**src/hdl/assert_macros.svh**
```systemverilog
// Assertion macros used by the datapath of the run-length image decoder.
`ifndef ASSERT_MACROS_SVH
`define ASSERT_MACROS_SVH
`ifndef NO_ASSERTIONS
// Property must hold at every clock edge outside reset.
`define RLID_ASSERT(label, prop, msg) \
  label: assert property (@(posedge clk) disable iff (rst) prop) else $error(msg);
// Expression must never be true at a clock edge outside reset.
`define RLID_NEVER(label, expr, msg) \
  label: assert property (@(posedge clk) disable iff (rst) !(expr)) else $error(msg);
`else
`define RLID_ASSERT(label, prop, msg)
`define RLID_NEVER(label, expr, msg)
`endif
`endif

```
**src/hdl/rlid_pkg.sv**
```systemverilog
// Shared types and constants of the run-length image decoder.
package rlid_pkg;

  // Configuration register indexes.
  localparam logic [1:0] REG_IMAGE_WIDTH  = 2'd0;
  localparam logic [1:0] REG_IMAGE_HEIGHT = 2'd1;
  localparam logic [1:0] REG_ORIGIN_X     = 2'd2;
  localparam logic [1:0] REG_ORIGIN_Y     = 2'd3;

  // Reset values and width limits.
  localparam logic [12:0] WIDTH_RESET  = 13'd320;
  localparam logic [12:0] HEIGHT_RESET = 13'd200;
  localparam logic [12:0] WIDTH_MIN    = 13'd128;
  localparam logic [12:0] WIDTH_MAX    = 13'd4096;

  // Commands from the controller to the datapath.
  typedef struct packed {
    logic load;   // take the offered token into the datapath
    logic step;   // produce one segment into the output register
  } cmd_t;

  // Status from the datapath to the controller.
  typedef struct packed {
    logic go;        // the offered token yields at least one segment
    logic seg_last;  // the segment now being produced ends the token
    logic out_free;  // the output register can take a segment this cycle
  } status_t;

  // Effective row width: values outside the supported range are clipped.
  function automatic logic [12:0] clamp_width(input logic [12:0] value);
    logic [12:0] result;
    result = value;
    if (value < WIDTH_MIN) begin
      result = WIDTH_MIN;
    end else if (value > WIDTH_MAX) begin
      result = WIDTH_MAX;
    end
    return result;
  endfunction

endpackage

```
**src/hdl/rlid_ctrl.sv**
```systemverilog
// Controller state machine of the run-length image decoder.
module rlid_ctrl (
  input  logic             clk,
  input  logic             rst,
  input  logic             in_valid,
  output logic             in_stall,
  input  rlid_pkg::status_t stat,
  output rlid_pkg::cmd_t   cmd
);
  import rlid_pkg::*;

  localparam logic S_IDLE = 1'b0;
  localparam logic S_RUN  = 1'b1;

  logic state;
  logic state_next;

  assign in_stall = (state != S_IDLE);
  assign cmd.load = in_valid && (state == S_IDLE);
  assign cmd.step = (state == S_RUN) && stat.out_free;

  always_comb begin
    state_next = state;
    unique case (state)
      S_IDLE: begin
        if (cmd.load && stat.go) begin
          state_next = S_RUN;
        end
      end
      S_RUN: begin
        if (cmd.step && stat.seg_last) begin
          state_next = S_IDLE;
        end
      end
      default: state_next = S_IDLE;
    endcase
  end

  always_ff @(posedge clk) begin
    if (rst) begin
      state <= S_IDLE;
    end else begin
      state <= state_next;
    end
  end

endmodule

```
**src/hdl/rlid_dp.sv**
```systemverilog
// Datapath of the run-length image decoder: position, run state and output register.
module rlid_dp (
  input  logic              clk,
  input  logic              rst,
  input  rlid_pkg::cmd_t    cmd,
  output rlid_pkg::status_t stat,
  input  logic [23:0]       token,
  input  logic [12:0]       width,
  input  logic [12:0]       height,
  input  logic [11:0]       origin_x,
  input  logic [11:0]       origin_y,
  output logic              out_valid,
  input  logic              out_stall,
  output logic [12:0]       seg_x,
  output logic [12:0]       seg_y,
  output logic [11:0]       seg_length,
  output logic [7:0]        seg_color,
  output logic              last
);
  import rlid_pkg::*;

  `include "assert_macros.svh"

  logic [11:0] column;
  logic [12:0] row;
  logic [11:0] len;
  logic [7:0]  color;
  logic [7:0]  color2;
  logic        pair;

  // Token decode.
  logic [11:0] tok_high;
  logic [11:0] tok_low;
  logic        tok_pair;
  logic [11:0] tok_len;
  logic        tok_can;
  logic        wrap0;
  logic [11:0] col_fix;
  logic [12:0] row_fix;

  // Segment step.
  logic [12:0] col13;
  logic [12:0] room;
  logic [11:0] seg_len;
  logic [11:0] rem;
  logic [12:0] col_sum;
  logic        wrap;
  logic [11:0] col_after;
  logic [12:0] row_after;
  logic        run_done;

  assign tok_high = token[23:12];
  assign tok_low  = token[11:0];
  assign tok_pair = tok_high[11];
  assign tok_len  = tok_pair ? 12'd1 : tok_low;
  assign col13    = {1'b0, column};

  // A column left beyond a lowered width wraps before the first pixel.
  assign tok_can = (tok_len != 12'd0) && (row < height);
  assign wrap0   = (col13 >= width);
  assign col_fix = wrap0 ? 12'd0 : column;
  assign row_fix = wrap0 ? row + 13'd1 : row;
  assign stat.go = tok_can && (row_fix < height);

  assign room      = width - col13;
  assign seg_len   = ({1'b0, len} < room) ? len : room[11:0];
  assign rem       = len - seg_len;
  assign col_sum   = col13 + {1'b0, seg_len};
  assign wrap      = (col_sum >= width);
  assign col_after = wrap ? 12'd0 : col_sum[11:0];
  assign row_after = wrap ? row + 13'd1 : row;
  assign run_done  = (rem == 12'd0);

  assign stat.seg_last = (run_done && !pair) || (row_after >= height);
  assign stat.out_free = !out_valid || !out_stall;

  always_ff @(posedge clk) begin
    if (rst) begin
      column <= '0;
      row    <= '0;
    end else if (cmd.load) begin
      if (tok_can) begin
        column <= col_fix;
        row    <= row_fix;
      end
    end else if (cmd.step) begin
      column <= col_after;
      row    <= row_after;
    end
  end

  always_ff @(posedge clk) begin
    if (cmd.load) begin
      len    <= tok_len;
      color  <= tok_high[7:0];
      color2 <= tok_low[7:0];
      pair   <= tok_pair;
    end else if (cmd.step) begin
      if (run_done && pair) begin
        len   <= 12'd1;
        color <= color2;
        pair  <= 1'b0;
      end else begin
        len <= rem;
      end
    end
  end

  always_ff @(posedge clk) begin
    if (rst) begin
      out_valid <= 1'b0;
    end else if (cmd.step) begin
      out_valid <= 1'b1;
    end else if (!out_stall) begin
      out_valid <= 1'b0;
    end
  end

  always_ff @(posedge clk) begin
    if (cmd.step) begin
      seg_x      <= {1'b0, origin_x} + col13;
      seg_y      <= {1'b0, origin_y} + row;
      seg_length <= seg_len;
      seg_color  <= color;
      last       <= stat.seg_last;
    end
  end

  `RLID_ASSERT(a_row_inside, cmd.step |-> (row < height), "segment row beyond image height")
  `RLID_ASSERT(a_col_inside, cmd.step |-> (col13 < width), "segment column beyond row width")
  `RLID_ASSERT(a_seg_nonzero, cmd.step |-> (seg_len != 12'd0), "empty segment produced")
  `RLID_NEVER(a_load_and_step, cmd.load && cmd.step, "token load during segment production")

endmodule

```
**src/hdl/run_length_image_decoder.sv**
```systemverilog
// Top level of the run-length image decoder: configuration registers and wiring.
//
//  Channel  Direction  Handshake            Contents
//  token    in         in_valid / in_stall  token
//  segment  out        out_valid/out_stall  seg_x, seg_y, seg_length, seg_color, last
//  config   in         cfg_write            cfg_index, cfg_data
//
// A token is taken while the controller is idle; the segments it causes are then made
// one after another by the segment unit, and no new token is taken before the last
// of them. A token that causes nothing leaves the controller idle and the input
// unstalled.
// The one segment unit in the datapath is shared by every segment of a token.
// Reset is synchronous and active high; it restores the register defaults and puts
// the drawing position at the top-left corner. A stall on the output holds the
// segment loop, and the input stays stalled until the token's last segment is made.
module run_length_image_decoder (
  input  logic        clk,
  input  logic        rst,
  input  logic        in_valid,
  output logic        in_stall,
  input  logic [23:0] token,
  output logic        out_valid,
  input  logic        out_stall,
  output logic [12:0] seg_x,
  output logic [12:0] seg_y,
  output logic [11:0] seg_length,
  output logic [7:0]  seg_color,
  output logic        last,
  input  logic        cfg_write,
  input  logic [1:0]  cfg_index,
  input  logic [12:0] cfg_data
);
  import rlid_pkg::*;

  // The width register holds the effective width: out-of-range values are
  // clipped when written, so the datapath never sees them.
  logic [12:0] image_width;
  logic [12:0] image_height;
  logic [11:0] origin_x;
  logic [11:0] origin_y;

  cmd_t    cmd;
  status_t stat;

  always_ff @(posedge clk) begin
    if (rst) begin
      image_width  <= WIDTH_RESET;
      image_height <= HEIGHT_RESET;
      origin_x     <= '0;
      origin_y     <= '0;
    end else if (cfg_write) begin
      unique case (cfg_index)
        REG_IMAGE_WIDTH:  image_width  <= clamp_width(cfg_data);
        REG_IMAGE_HEIGHT: image_height <= cfg_data;
        REG_ORIGIN_X:     origin_x     <= cfg_data[11:0];
        REG_ORIGIN_Y:     origin_y     <= cfg_data[11:0];
        default:          image_width  <= image_width;
      endcase
    end
  end

  // The controller decides when a token transfer is taken and when the
  // datapath advances by one segment.
  rlid_ctrl u_ctrl (
    .clk      (clk),
    .rst      (rst),
    .in_valid (in_valid),
    .in_stall (in_stall),
    .stat     (stat),
    .cmd      (cmd)
  );

  // The datapath keeps the drawing position, the run in progress and the
  // output register that parts the segment loop from the consumer.
  rlid_dp u_dp (
    .clk        (clk),
    .rst        (rst),
    .cmd        (cmd),
    .stat       (stat),
    .token      (token),
    .width      (image_width),
    .height     (image_height),
    .origin_x   (origin_x),
    .origin_y   (origin_y),
    .out_valid  (out_valid),
    .out_stall  (out_stall),
    .seg_x      (seg_x),
    .seg_y      (seg_y),
    .seg_length (seg_length),
    .seg_color  (seg_color),
    .last       (last)
  );

endmodule

```
**config.mk**
```make
export PLATFORM = sky130hd
export DESIGN_NAME = run_length_image_decoder
export DESIGN_NICKNAME = d
export VERILOG_FILES = /design/src/hdl/rlid_pkg.sv /design/src/hdl/rlid_ctrl.sv /design/src/hdl/rlid_dp.sv /design/src/hdl/run_length_image_decoder.sv
export VERILOG_INCLUDE_DIRS = /design/src /design/src/hdl
export SDC_FILE = /design/constraint.sdc
export NUM_CORES = 1
export LEC_CHECK = 0
export BUFFER_PORTS_ARGS = -buffer_cell sky130_fd_sc_hd__buf_2
export CORE_UTILIZATION = 50
export CTS_CLUSTER_DIAMETER = 30
export DETAILED_ROUTE_END_ITERATION = 10
export HOLD_SLACK_MARGIN = 0.12
export PLACE_DENSITY = 0.77
export SYNTH_ARGS = -nofsm -noshare
export SYNTH_HDL_FRONTEND = slang
export SYNTH_SLANG_ARGS = --single-unit
```
**constraint.sdc**
```tcl
create_clock -name clk -period 7.65 [get_ports clk]
set_input_delay 1.53 -clock clk [delete_from_list [all_inputs] [get_ports clk]]
set_output_delay 1.53 -clock clk [all_outputs]
set_load 0.02 [all_outputs]
```
After elaboration in Yosys (flattened, before gate mapping)
Cells that the tools add are included.
{"block": "op_classes", "n_reduce_logical": 25, "n_lt_le_gt_ge": 8, "n_bitwise": 1, "add_sub_neg": 6, "n_eq_ne": 6, "mux": 28}
{"cell": "$mux W12", "count": 10}
{"cell": "$mux W13", "count": 7}
{"cell": "$add A12 B12 Y13", "count": 2}
{"cell": "$ge A13 B13 Y1", "count": 2}
{"cell": "$lt A13 B13 Y1", "count": 2}
{"cell": "$mux W8", "count": 3}
{"cell": "$add A12 B13 Y13", "count": 1}
{"cell": "$add A13 B1 Y13 const B", "count": 1}
{"cell": "$ge A12 B13 Y1", "count": 1}
{"cell": "$gt A13 B13 Y1 const B", "count": 1}
{"cell": "$lt A12 B13 Y1", "count": 1}
{"cell": "$lt A13 B8 Y1 const B", "count": 1}
{"cell": "$sub A13 B12 Y13", "count": 1}
{"cell": "$logic_not A12 Y1", "count": 1}
{"cell": "$reduce_and A2 Y1", "count": 6}
{"cell": "$reduce_bool A12 Y1", "count": 1}
{"cell": "$sub A12 B12 Y12", "count": 1}
{"cell": "$logic_and A1 B1 Y1", "count": 8}
{"cell": "$mux W1", "count": 7}
{"cell": "$ne A2 B1 Y1 const B", "count": 3}
{"cell": "$eq A2 B2 Y1 const B", "count": 2}
{"cell": "$reduce_bool A2 Y1", "count": 2}
{"cell": "$logic_not A1 Y1", "count": 3}
{"cell": "$reduce_and A3 Y1", "count": 1}
{"cell": "other kinds (5)", "count": 6}
{"block": "word_totals", "elab_cells": 91, "output_inout_bits": 49, "regBits": 153}

Logic depth before layout (Yosys ltp)
Gate-level depths: netlist (run 1).
{"block": "depth", "ltp_word": 11, "mapped_depth": 47, "depth_no_buf": 44}

Hierarchy
A second synthesis (run 1) with hierarchy kept.
{"block": "hier_totals", "hier_cells": 1077, "hier_area_um2": 10126.0}
{"module": "rlid_dp", "instances": 1, "cells_each": 864, "area_each_um2": 8214.1}
{"module": "run_length_image_decoder", "instances": 1, "cells_each": 208, "area_each_um2": 1861.8}
{"module": "rlid_ctrl", "instances": 1, "cells_each": 5, "area_each_um2": 50.0}

Worst setup path after synthesis (run 1)
OpenSTA, ideal clock, no wires.
{"block": "synth_path", "kind": "reg-to-reg", "startpoint": "register image_width[0]", "endpoint": "register u_dp.last, data pin", "required_time_ns": 7.372, "path_stages_with_launch": 45, "synth_period_minus_slack_ns": 8.454, "arrival_ns": 8.175, "setup_slack_ns": -0.804, "setup_time_ns": 0.278, "cell_sequence": "dfxtp_1 inv_1 ha_1 fa_1 nand2b_1 a211oi_1 o21a_1 o21ai_0 nand2b_1 xor2_1 inv_1 ha_1 o21a_1 a21oi_1 o31ai_1 nand3_1 buf_2 buf_1 [... 9 more ...] o211ai_1 nand2_1 ha_1 nand2_1 a211oi_1 nor2_1 o221ai_2 buf_2 nand2b_1 xnor2_1 ha_1 a21o_1 a21oi_1 a21oi_1 o311ai_0 a21oi_1 a2111oi_0 o21ai_1"}
{"element": "start: declaration", "line": "run_length_image_decoder.sv:37", "text": "logic [12:0] image_width;"}
{"element": "start signal: assignment", "line": "run_length_image_decoder.sv:53", "text": "REG_IMAGE_WIDTH: image_width <= clamp_width(cfg_data);"}
{"element": "start signal: assignment", "line": "run_length_image_decoder.sv:57", "text": "default: image_width <= image_width;"}
{"element": "end signal: assignment", "line": "rlid_dp.sv:125", "text": "last <= stat.seg_last;"}
{"element": "end: declaration", "line": "rlid_dp.sv:18", "text": "output logic last"}

==> results of run 1 <==
==> metrics by stage <==
stage	utilization, %	hold WS [ns]	area [um^2]
final	64.48	0.4216	13050
after global routing	64.48	0.4321	13050
after CTS	63.53	0.4251	12850
after detailed placement	58.47	0.4089	11830
after global placement	58.47	0.4012	11830
after floorplan	-	0.4003	10440
==> layout make-up <==
type / instances / area (um^2) / area share [%]
tap: 270 / 337.8 / 2.589
sequential: 153 / 3830 / 29.36
multi-input combinational: 862 / 6374 / 48.85
timing repair buffer: 235 / 1595 / 12.23
inverter: 83 / 311.5 / 2.388
clock inverter: 14 / 147.6 / 1.132
clock buffer: 18 / 450.4 / 3.453
==> path summary, 6_finish.rpt <==
path              depth (start not counted)      startpoint                end  slack, ns
hold / removal                            0   u_dp.color[1]  u_dp.seg_color[1]       0.42
setup / recovery                         42  u_dp.column[2]          u_dp.last      -0.61
hold reg to reg                           0   u_dp.color[1]  u_dp.seg_color[1]       0.42
setup reg to reg                         42  u_dp.column[2]          u_dp.last      -0.61
==> repair_timing <==
| action | CTS | global route |
|---|---|---|
| gates resized for setup | 15 | 32 |
| pin swaps | 20 | 30 |
| gates cloned | 1 | 0 |
| setup endpoints to repair | 2 | 3 |
| setup buffers | 40 | 6 |
==> cell families after synthesis <==
group                      share of synthesized area, %
xor gates and xnor gates                          5.349
adders and majority gates                         15.65
DFF                                               37.07
muxes                                             1.759
buffers and inverters                             4.282
and+or+nand+nor                                   18.78
AOI/OAI and AO/OA                                 17.12
==> synthesized netlist by cell type (17+ instances only) <==
cell type  count
nand2_1      135
ha_1         121
nor2_1        93
inv_1         83
dfxtp_1       77
edfxtp_1      76
a21oi_1       74
xnor2_1       52
o21ai_0       43
clkbuf_1      27
a21o_1        25
nor3_1        24
and3_1        20
nand2b_1      19
nand3_1       19
nor2b_1       19
a22oi_1       17
mux2i_1       17
==> metal layers <==
layer / part of all wire [%] / wire length [um] / vias up
li1: - / - / 4526
met3: 7.5 / 2179 / 69
met4: 2.8 / 824 / 0
met1: 43 / 12650 / 4484
met5: 0 / 0 / -
met2: 46 / 13470 / 409
==> state kept, by name (all words and copies together), names as in the netlist <==
signal,flops
u_dp.seg_x,13
u_dp.column,12
u_dp.last,1
u_dp.len,12
image_height,13
u_dp.out_valid,1
origin_x,12
origin_y,12
u_ctrl.in_stall,1
u_dp.seg_length,12
u_dp.row,13
u_dp.color2,8
u_dp.seg_color,8
u_dp.seg_y,13
u_dp.color,8
image_width,13
u_dp.pair,1
==> critical path, delay by kind of cell, from the launching register on <==
family | cells | cell delay [ns]
compound gates | 19 | 3.93
fa+ha+maj | 6 | 1.76
simple gates | 10 | 0.90
buf+inv | 5 | 0.70
flops | 1 | 0.36
mux | 1 | 0.22
xor+xnor | 1 | 0.14
==> results.sh, run 1 <==
export IMPL_numnets_final=1522
export IMPL_grt_first_pass_wirelength_mm=45.55
export IMPL_timing_final_crit_period_ns=8.262
export IMPL_post_synth_cell_area_avg_um2=9.120
export IMPL_layout_cells_most_common_list="140 x buf_4, 132 x nand2_1, 110 x ha_1"
export IMPL_worst_pin_slew_ns=0.9714
export IMPL_floorplan_die_area_mm2=0.02121
export IMPL_place_detailed_hpwl_mm=19.72
export IMPL_wl_mm=29.12
export IMPL_syn_nets=1301
export IMPL_crit_path_max_incr_delay_ns=0.44
export IMPL_setup_repair_after_global_routing_missed_its_margin="yes"
export IMPL_tritoncts="built"
export IMPL_fmax_mhz=121.0
export IMPL_layout_setup_ws_ns=-0.6120
export IMPL_layout_drive_gt1_share_pct=25.13
export IMPL_drt_vias_per_instance=5.803
export IMPL_post_route_drc_count=0
export IMPL_die_w_um=145.6
export IMPL_clock_latency_ns=0.43
export IMPL_cts_made_buffers=17
export IMPL_post_place_cells=1556
export IMPL_grt_busiest_layer="met2"
export IMPL_maxSlewViolCount=0
export IMPL_total_core_area_mm2=0.02023
export IMPL_cap_violations=0
export IMPL_setup_worst_path_start_class="flop"
export IMPL_core_rowCount=52
export IMPL_final_hold_viol_count=0
export IMPL_setup_violations=3
export IMPL_portBuffers=89
export IMPL_element_type_at_the_critical_path_end="flop"
export IMPL_slew_headroom_pct=35.24
export IMPL_gr_total_overflow=0
export IMPL_groute_layer_met3_usage_pct=5.047
export IMPL_critPathRequiredTime_ns=7.81
export IMPL_use_met2_pct=44.30
export IMPL_start_util_pct=50.98
export IMPL_antenna_found_initial=0
export IMPL_use_met1_pct=35.99
export IMPL_ctsRootBufferMaster="clkbuf_16"
export IMPL_synth_async_reset_ratio_pct=0
export IMPL_worst_slack_at_placement_ns=-0.5388
export IMPL_cts_sink_count=153
export IMPL_grtUsageTotal_pct=27.03
export IMPL_dr_total_vias=9488
export IMPL_layout_filler_cells=1595
export IMPL_post_synth_instance_area_mm2=0.01031
export IMPL_drt_pass1_iterations=7
export IMPL_ys_top_cells_by_area="edfxtp_1 22%, dfxtp_1 15%, ha_1 15%"
export IMPL_synth_lib_cells_used_distinct=75
export IMPL_yosys_warnings=0
export IMPL_post_synth_top_flop="dfxtp_1"
export IMPL_synth_area_leader_cell="edfxtp_1"
export IMPL_crit_path_max_fanout=8
export IMPL_yosysSeqAreaShare_pct=37.07
export IMPL_ant_nets=0
export IMPL_worst_setup_hold_path_clk_slew_ns=0.07
export IMPL_worst_clock_skew_ns=0.009716
export IMPL_synth_edf_count=76
export IMPL_layout_cells_most_common="buf_4"
export IMPL_syn_inst=1131
export IMPL_setup_total_negative_slack_ns=-1.668
export IMPL_synth_seq_cells=153
export IMPL_critPathKind="flop to flop"
export IMPL_cp_slowest_cell="a2111oi_2"
export IMPL_die_y_um=145.6
export IMPL_critical_path_arrival_ns=8.43
export IMPL_cts_htree_levels=4
export IMPL_area_growth_pct=26.48
export IMPL_cts_path_max_buffers=2
export IMPL_via_count_of_the_first_global_routing_pass=9135
export IMPL_hold_class="flop to flop"
export IMPL_post_cts_hold_buffer_count=0
export IMPL_outcome="complete, but fails checks"
export IMPL_instances_no_fill=1635
export IMPL_failing_checks="negative setup slack"
export IMPL_io_pins=93
export IMPL_antenna_cells_inserted=0
export IMPL_largest_net_degree_at_the_start_of_global_routing=71
export IMPL_drt_wirelength_per_cell_um=17.81
export IMPL_place_gp_congestion=0.9132
export IMPL_drt_initial_drc_count=751
export IMPL_proportion_of_netlist_area_held_by_the_largest_area_contributor_pct=22.13
export IMPL_post_route_period_util_pct=108.0
Power of run 1 is not shown: default switching activity piles up to over one toggle a cycle in this logic, so the estimate is an artifact.
==> run 2, diff against run 1 <==
--- a/config.mk
+++ b/config.mk
@@ -8,10 +8,12 @@
 export LEC_CHECK = 0
 export BUFFER_PORTS_ARGS = -buffer_cell sky130_fd_sc_hd__buf_2
 export CORE_UTILIZATION = 50
+export CTS_BUF_LIST = sky130_fd_sc_hd__clkbuf_4 sky130_fd_sc_hd__clkbuf_8
 export CTS_CLUSTER_DIAMETER = 30
 export DETAILED_ROUTE_END_ITERATION = 10
 export HOLD_SLACK_MARGIN = 0.12
 export PLACE_DENSITY = 0.77
 export SYNTH_ARGS = -nofsm -noshare
 export SYNTH_HDL_FRONTEND = slang
+export SYNTH_HIERARCHICAL = 1
 export SYNTH_SLANG_ARGS = --single-unit
==> run 2 against run 1 <==
Compared with the run above: the run now ends clean; global-route usage shrank 1.5 points; flip-flop and latch count unchanged; cell area decreased by 4.8%; maximum frequency is 8.5% higher; register-to-register slack better by 0.64 ns; synthesized cell count shrank 4.8%; setup slack gained 0.64 ns; critical path type unchanged.
==> results.sh, run 2 <==
export IMPL_layout_cells_most_common_list="122 x buf_4, 111 x ha_1, 110 x nand2_1"
export IMPL_yosysSeqAreaShare_pct=37.76
export IMPL_setup_worst_path_start_class="flop"
export IMPL_fmax_mhz=131.3
export IMPL_critPathBufInv=7
export IMPL_via_count_of_the_first_global_routing_pass=8215
export IMPL_syn_nets=1247
export IMPL_proportion_of_netlist_area_held_by_the_largest_area_contributor_pct=22.54
export IMPL_synth_lib_cells_used_distinct=72
export IMPL_post_route_period_util_pct=99.59
export IMPL_worst_clock_skew_ns=0.01852
export IMPL_layout_cells_most_common="buf_4"
export IMPL_worst_setup_hold_path_clk_slew_ns=0.09
export IMPL_area_growth_pct=22.71
export IMPL_ant_nets=0
export IMPL_final_hold_viol_count=0
export IMPL_yosys_warnings=6
export IMPL_hold_worst_slack_ns=0.4253
export IMPL_crit_path_max_fanout=7
export IMPL_antenna_cells_inserted=0
export IMPL_hold_class="flop to flop"
export IMPL_synth_edf_count=76
export IMPL_maxSlewViolCount=0
export IMPL_post_synth_instance_area_mm2=0.01013
export IMPL_die_y_um=144.3
export IMPL_ys_top_cells_by_area="edfxtp_1 23%, dfxtp_1 15%, ha_1 15%"
export IMPL_dr_total_vias=8688
export IMPL_synth_area_leader_cell="edfxtp_1"
export IMPL_cts_sink_count=153
export IMPL_layout_drive_gt1_share_pct=24.73
export IMPL_synth_seq_cells=153
export IMPL_ctsRootBufferMaster="clkbuf_8"
export IMPL_total_core_area_mm2=0.01965
export IMPL_crit_path_max_incr_delay_ns=0.36
export IMPL_drt_wirelength_per_cell_um=16.92
export IMPL_yosys_top_cells_count="121 x ha_1, 114 x nand2_1, 86 x nor2_1"
export IMPL_worst_pin_slew_ns=0.8994
export IMPL_cp_common_cell="o211ai_1"
export IMPL_cp_slowest_cell="or3_4"
export IMPL_clock_latency_ns=0.46
export IMPL_cts_path_max_buffers=2
export IMPL_cts_made_buffers=17
export IMPL_cts_htree_levels=4
export IMPL_antenna_found_initial=0
export IMPL_die_w_um=144.3
export IMPL_gr_total_overflow=0
export IMPL_portBuffers=89
export IMPL_slew_headroom_pct=40.04
export IMPL_setup_violations=0
export IMPL_outcome="finished, final reports clean"
export IMPL_setup_repair_after_global_routing_missed_its_margin="yes"
export IMPL_place_detailed_hpwl_mm=18.86
export IMPL_largest_net_degree_at_the_start_of_global_routing=87
export IMPL_yosys_cell_count_top_type="ha_1"
export IMPL_drt_vias_per_instance=5.573
export IMPL_start_util_pct=51.52
export IMPL_drt_initial_drc_count=466
export IMPL_io_pins=93
export IMPL_floorplan_die_area_mm2=0.02083
export IMPL_post_synth_cell_area_avg_um2=9.402
export IMPL_wl_mm=26.39
export IMPL_synth_async_reset_ratio_pct=0
export IMPL_grt_first_pass_wirelength_mm=40.79
export IMPL_numnets_final=1451
export IMPL_place_gp_congestion=0.9184
export IMPL_element_type_at_the_critical_path_end="flop"
export IMPL_critical_path_arrival_ns=7.84
export IMPL_tritoncts="built"
export IMPL_grtUsageTotal_pct=25.56
export IMPL_post_route_drc_count=0
export IMPL_critPathKind="flop to flop"
export IMPL_cap_violations=0
export IMPL_post_synth_top_flop="dfxtp_1"
export IMPL_setup_total_negative_slack_ns=0
export IMPL_cpLargestDelayFamily="compound AO/OA/AOI/OAI gates"
export IMPL_syn_inst=1077
export IMPL_core_rowCount=51
export IMPL_timing_final_crit_period_ns=7.618
export IMPL_critPathRequiredTime_ns=7.87
export IMPL_drt_pass1_iterations=5
[run 2: cell type report]
class                           instances  area [um^2]
Clock inverter                         13        145.1
Timing Repair Buffer                  217         1446
Clock buffer                           19        249.0
Inverter                               78        292.8
Fill cell                            1628         7228
Multi-Input combinational cell        814         6136
Sequential cell                       153         3825
Tap cell                              265        331.6
[run 2: path summary, 6_finish.rpt]
check / from / end / slack, ns / cells after the start
hold reg to reg: u_dp/color[7] / u_dp/seg_color[7] / 0.43 / 0
setup reg to reg: image_width[0] / u_dp/last / 0.03 / 43
hold / removal: u_dp/color[7] / u_dp/seg_color[7] / 0.43 / 0
setup / recovery: image_width[0] / u_dp/last / 0.03 / 43
[run 2: logic make-up (layout without fill, tap and decap cells)]
| logic type | count (synthesis) | after routing | share of synthesized area [%] |
|---|---|---|---|
| fa+ha+maj | 126 | 126 | 15.94 |
| buf+inv | 110 | 327 | 4.300 |
| flops | 153 | 153 | 37.76 |
| xor+xnor | 85 | 85 | 7.352 |
| mux | 25 | 25 | 2.595 |
| compound gates | 236 | 236 | 15.03 |
| simple gates | 342 | 342 | 17.03 |
[run 2: what timing repair did]
| action | CTS | global route |
|---|---|---|
| setup buffers | 24 | 16 |
| resized for setup | 15 | 44 |
| pin swaps | 16 | 34 |
| setup endpoints to repair | 2 | 3 |
| hold buffers | 0 | 0 |
[run 2: through the flow]
step | utilization, % | instance area [um^2] | worst slack (ns) | std cells
floorplan | - | 10160 | 0.01134 | 1077
global placement | 58.20 | 11440 | -0.2089 | 1487
detailed placement | 58.20 | 11440 | -0.3728 | 1487
CTS | 61.42 | 12070 | 0.04271 | 1543
global route | 63.22 | 12430 | -0.3681 | 1559
finish | 63.22 | 12430 | 0.03171 | 1559
[run 2: metal layers]
metal / share of wire [%] / wire (um) / global-route usage (%)
met4: 2.0 / 516 / 8.698
met5: 0 / 0 / 0
met1: 45 / 11970 / 34.17
met2: 46 / 12150 / 41.37
met3: 6.6 / 1754 / 4.669
Power of run 2 is left out for the same reason.
==> run 3, diff against run 2 <==
--- a/config.mk
+++ b/config.mk
@@ -12,7 +12,7 @@
 export CTS_CLUSTER_DIAMETER = 30
 export DETAILED_ROUTE_END_ITERATION = 10
 export HOLD_SLACK_MARGIN = 0.12
-export PLACE_DENSITY = 0.77
+export PLACE_DENSITY_LB_ADDON = 0.25
 export SYNTH_ARGS = -nofsm -noshare
 export SYNTH_HDL_FRONTEND = slang
 export SYNTH_HIERARCHICAL = 1
==> run 3 against run 2 <==
Compared with the run above: the run now ends with negative setup slack left; wire length down 2.6%; first-iteration DRC count up 15%; critical path depth unchanged; cell area fell by 1.5%; register-to-register slack got worse by 0.14 ns; maximum frequency down 1.8%; critical endpoint is now u_ctrl/in_stall; final cell count shrank 1.2%.
==> results.sh, run 3 (synthesized netlist as in run 2, its figures left out) <==
export IMPL_critPathKind="flop to flop"
export IMPL_setup_worst_path_start_class="flop"
export IMPL_r2r_start="image_width[0]"
export IMPL_tritoncts="built"
export IMPL_io_pins=93
export IMPL_failing_checks="negative setup slack"
export IMPL_slew_headroom_pct=39.30
export IMPL_layout_cells_most_common_list="117 x ha_1, 113 x nand2_1, 99 x buf_4"
export IMPL_maxSlewViolCount=0
export IMPL_drt_pass1_iterations=5
export IMPL_cts_path_max_buffers=2
export IMPL_crit_path_max_incr_delay_ns=0.40
export IMPL_setup_repair_after_global_routing_missed_its_margin="yes"
export IMPL_cts_made_buffers=17
export IMPL_post_route_period_util_pct=101.4
export IMPL_layout_setup_ws_ns=-0.1105
export IMPL_element_type_at_the_critical_path_end="flop"
export IMPL_die_w_um=144.3
export IMPL_r2r_end="u_ctrl/in_stall"
export IMPL_area_growth_pct=20.87
export IMPL_core_rowCount=51
export IMPL_depth_of_the_worst_register_to_register_path=43
export IMPL_dr_total_vias=8449
export IMPL_ant_nets=0
export IMPL_setup_total_negative_slack_ns=-0.2055
export IMPL_gr_total_overflow=0
export IMPL_ctsRootBufferMaster="clkbuf_8"
export IMPL_start_util_pct=51.52
export IMPL_post_cts_hold_buffer_count=0
export IMPL_setup_violations=2
export IMPL_antenna_found_initial=1
export IMPL_grt_first_pass_wirelength_mm=40.25
export IMPL_cts_sink_count=153
export IMPL_crit_path_max_fanout=7
export IMPL_drt_vias_per_instance=5.486
export IMPL_die_y_um=144.3
export IMPL_cap_violations=0
export IMPL_drt_initial_drc_count=536
export IMPL_post_route_drc_count=0
export IMPL_layout_cells_most_common="ha_1"
export IMPL_hold_path_stages=0
export IMPL_cts_htree_levels=4
export IMPL_total_core_area_mm2=0.01965
export IMPL_clock_latency_ns=0.46
export IMPL_wl_mm=25.70
export IMPL_worst_clock_skew_ns=0.02538
export IMPL_utilization_pct=62.27
export IMPL_critical_path_arrival_ns=8.10
export IMPL_portBuffers=89
export IMPL_final_hold_viol_count=0
export IMPL_worst_setup_hold_path_clk_slew_ns=0.08
export IMPL_startpoint_of_the_tightest_hold_check_path="u_dp/color[1]"
export IMPL_critPathRequiredTime_ns=7.99
export IMPL_outcome="complete, but fails checks"
export IMPL_worst_slack_at_placement_ns=-0.3820
export IMPL_cpLargestDelayFamily="compound AO/OA/AOI/OAI gates"
export IMPL_place_gp_congestion=0.8880
export IMPL_fmax_mhz=128.9
export IMPL_whs_endpoint="u_dp/seg_color[1]"
export IMPL_floorplan_die_area_mm2=0.02083
export IMPL_ff2ff_setup_slack_ns=-0.11
export IMPL_worst_pin_slew_ns=0.9106
export IMPL_cp_slowest_cell="fa_2"
export IMPL_layout_drive_gt1_share_pct=23.16
export IMPL_numnets_final=1431
export IMPL_place_detailed_hpwl_mm=18.61
export IMPL_via_count_of_the_first_global_routing_pass=7840
export IMPL_hold_class="flop to flop"
export IMPL_timing_final_crit_period_ns=7.760
export IMPL_largest_net_degree_at_the_start_of_global_routing=87
export IMPL_grtUsageTotal_pct=25.30
export IMPL_drt_wirelength_per_cell_um=16.69
export IMPL_critPathBufInv=7
run 3: cell count changes in the layout (fill, tap and decap cells not counted), sizes merged:
cell,change
buf,-22
clkbuf,+3
clkinv,+6
clkinvlp,-4
diode,+1
inv,-3
run 3: worst register-to-register path: cells and delay by family, from the launching register on:
| kind | cells | cell delay (ns) |
|---|---|---|
| adders and majority gates | 7 | 1.96 |
| xor gates and xnor gates | 3 | 0.49 |
| DFF | 1 | 0.35 |
| buffers and inverters | 7 | 0.82 |
| AOI/OAI and AO/OA | 18 | 2.86 |
| and+or+nand+nor | 8 | 1.20 |
run 3: how the worst max path moves through the flow:
| stage | endpoint | cells after the start | from | slack (ns) |
|---|---|---|---|---|
| CTS | u_ctrl/in_stall | 44 | image_width[0] | 0.04 |
| finish | u_ctrl/in_stall | 43 | image_width[0] | -0.11 |
| global placement | u_ctrl/in_stall | 46 | image_width[0] | -0.23 |
| detailed placement | u_ctrl/in_stall | 45 | image_width[0] | -0.38 |
| global route | u_ctrl/in_stall | 43 | image_width[0] | -0.57 |
| floorplan | u_ctrl/in_stall | 48 | image_width[0] | 0.01 |
run 3: cell type report:
cell class,count,area [um^2]
inverters,78,292.8
clock buffers,20,256.5
flip-flops and latches,153,3825
repair buffers,197,1318
multi-input cells,814,6085
clock inverters,12,128.9
well taps,265,331.6
diodes,1,2.502
fillers,1708,7415
run 3: timing repair:
action                                  4_1_cts  5_1_grt
pin swaps                                    20       50
buffers inserted                             16       13
endpoints found under the setup margin        2       26
cloned                                        0        2
gates resized for setup                      17       38
run 3: stage by stage:
stage / instance area (um^2) / hold WS (ns) / std cells
final: 12240 / 0.4322 / 1540
after global routing: 12240 / 0.4357 / 1539
after CTS: 11970 / 0.4352 / 1528
after detailed placement: 11400 / 0.4147 / 1480
after global placement: 11400 / 0.4009 / 1480
after floorplan: 10160 / 0.4003 / 1077
run 3: metal layers:
layer | GRT usage [%] | vias up | share of wire (%)
li1 | - | 4226 | -
met1 | 34.90 | 3976 | 48
met2 | 40.61 | 214 | 45
met3 | 3.311 | 33 | 5.0
met4 | 8.587 | 0 | 2.2
met5 | 0 | - | 0
Power of run 3 is left out for the same reason.
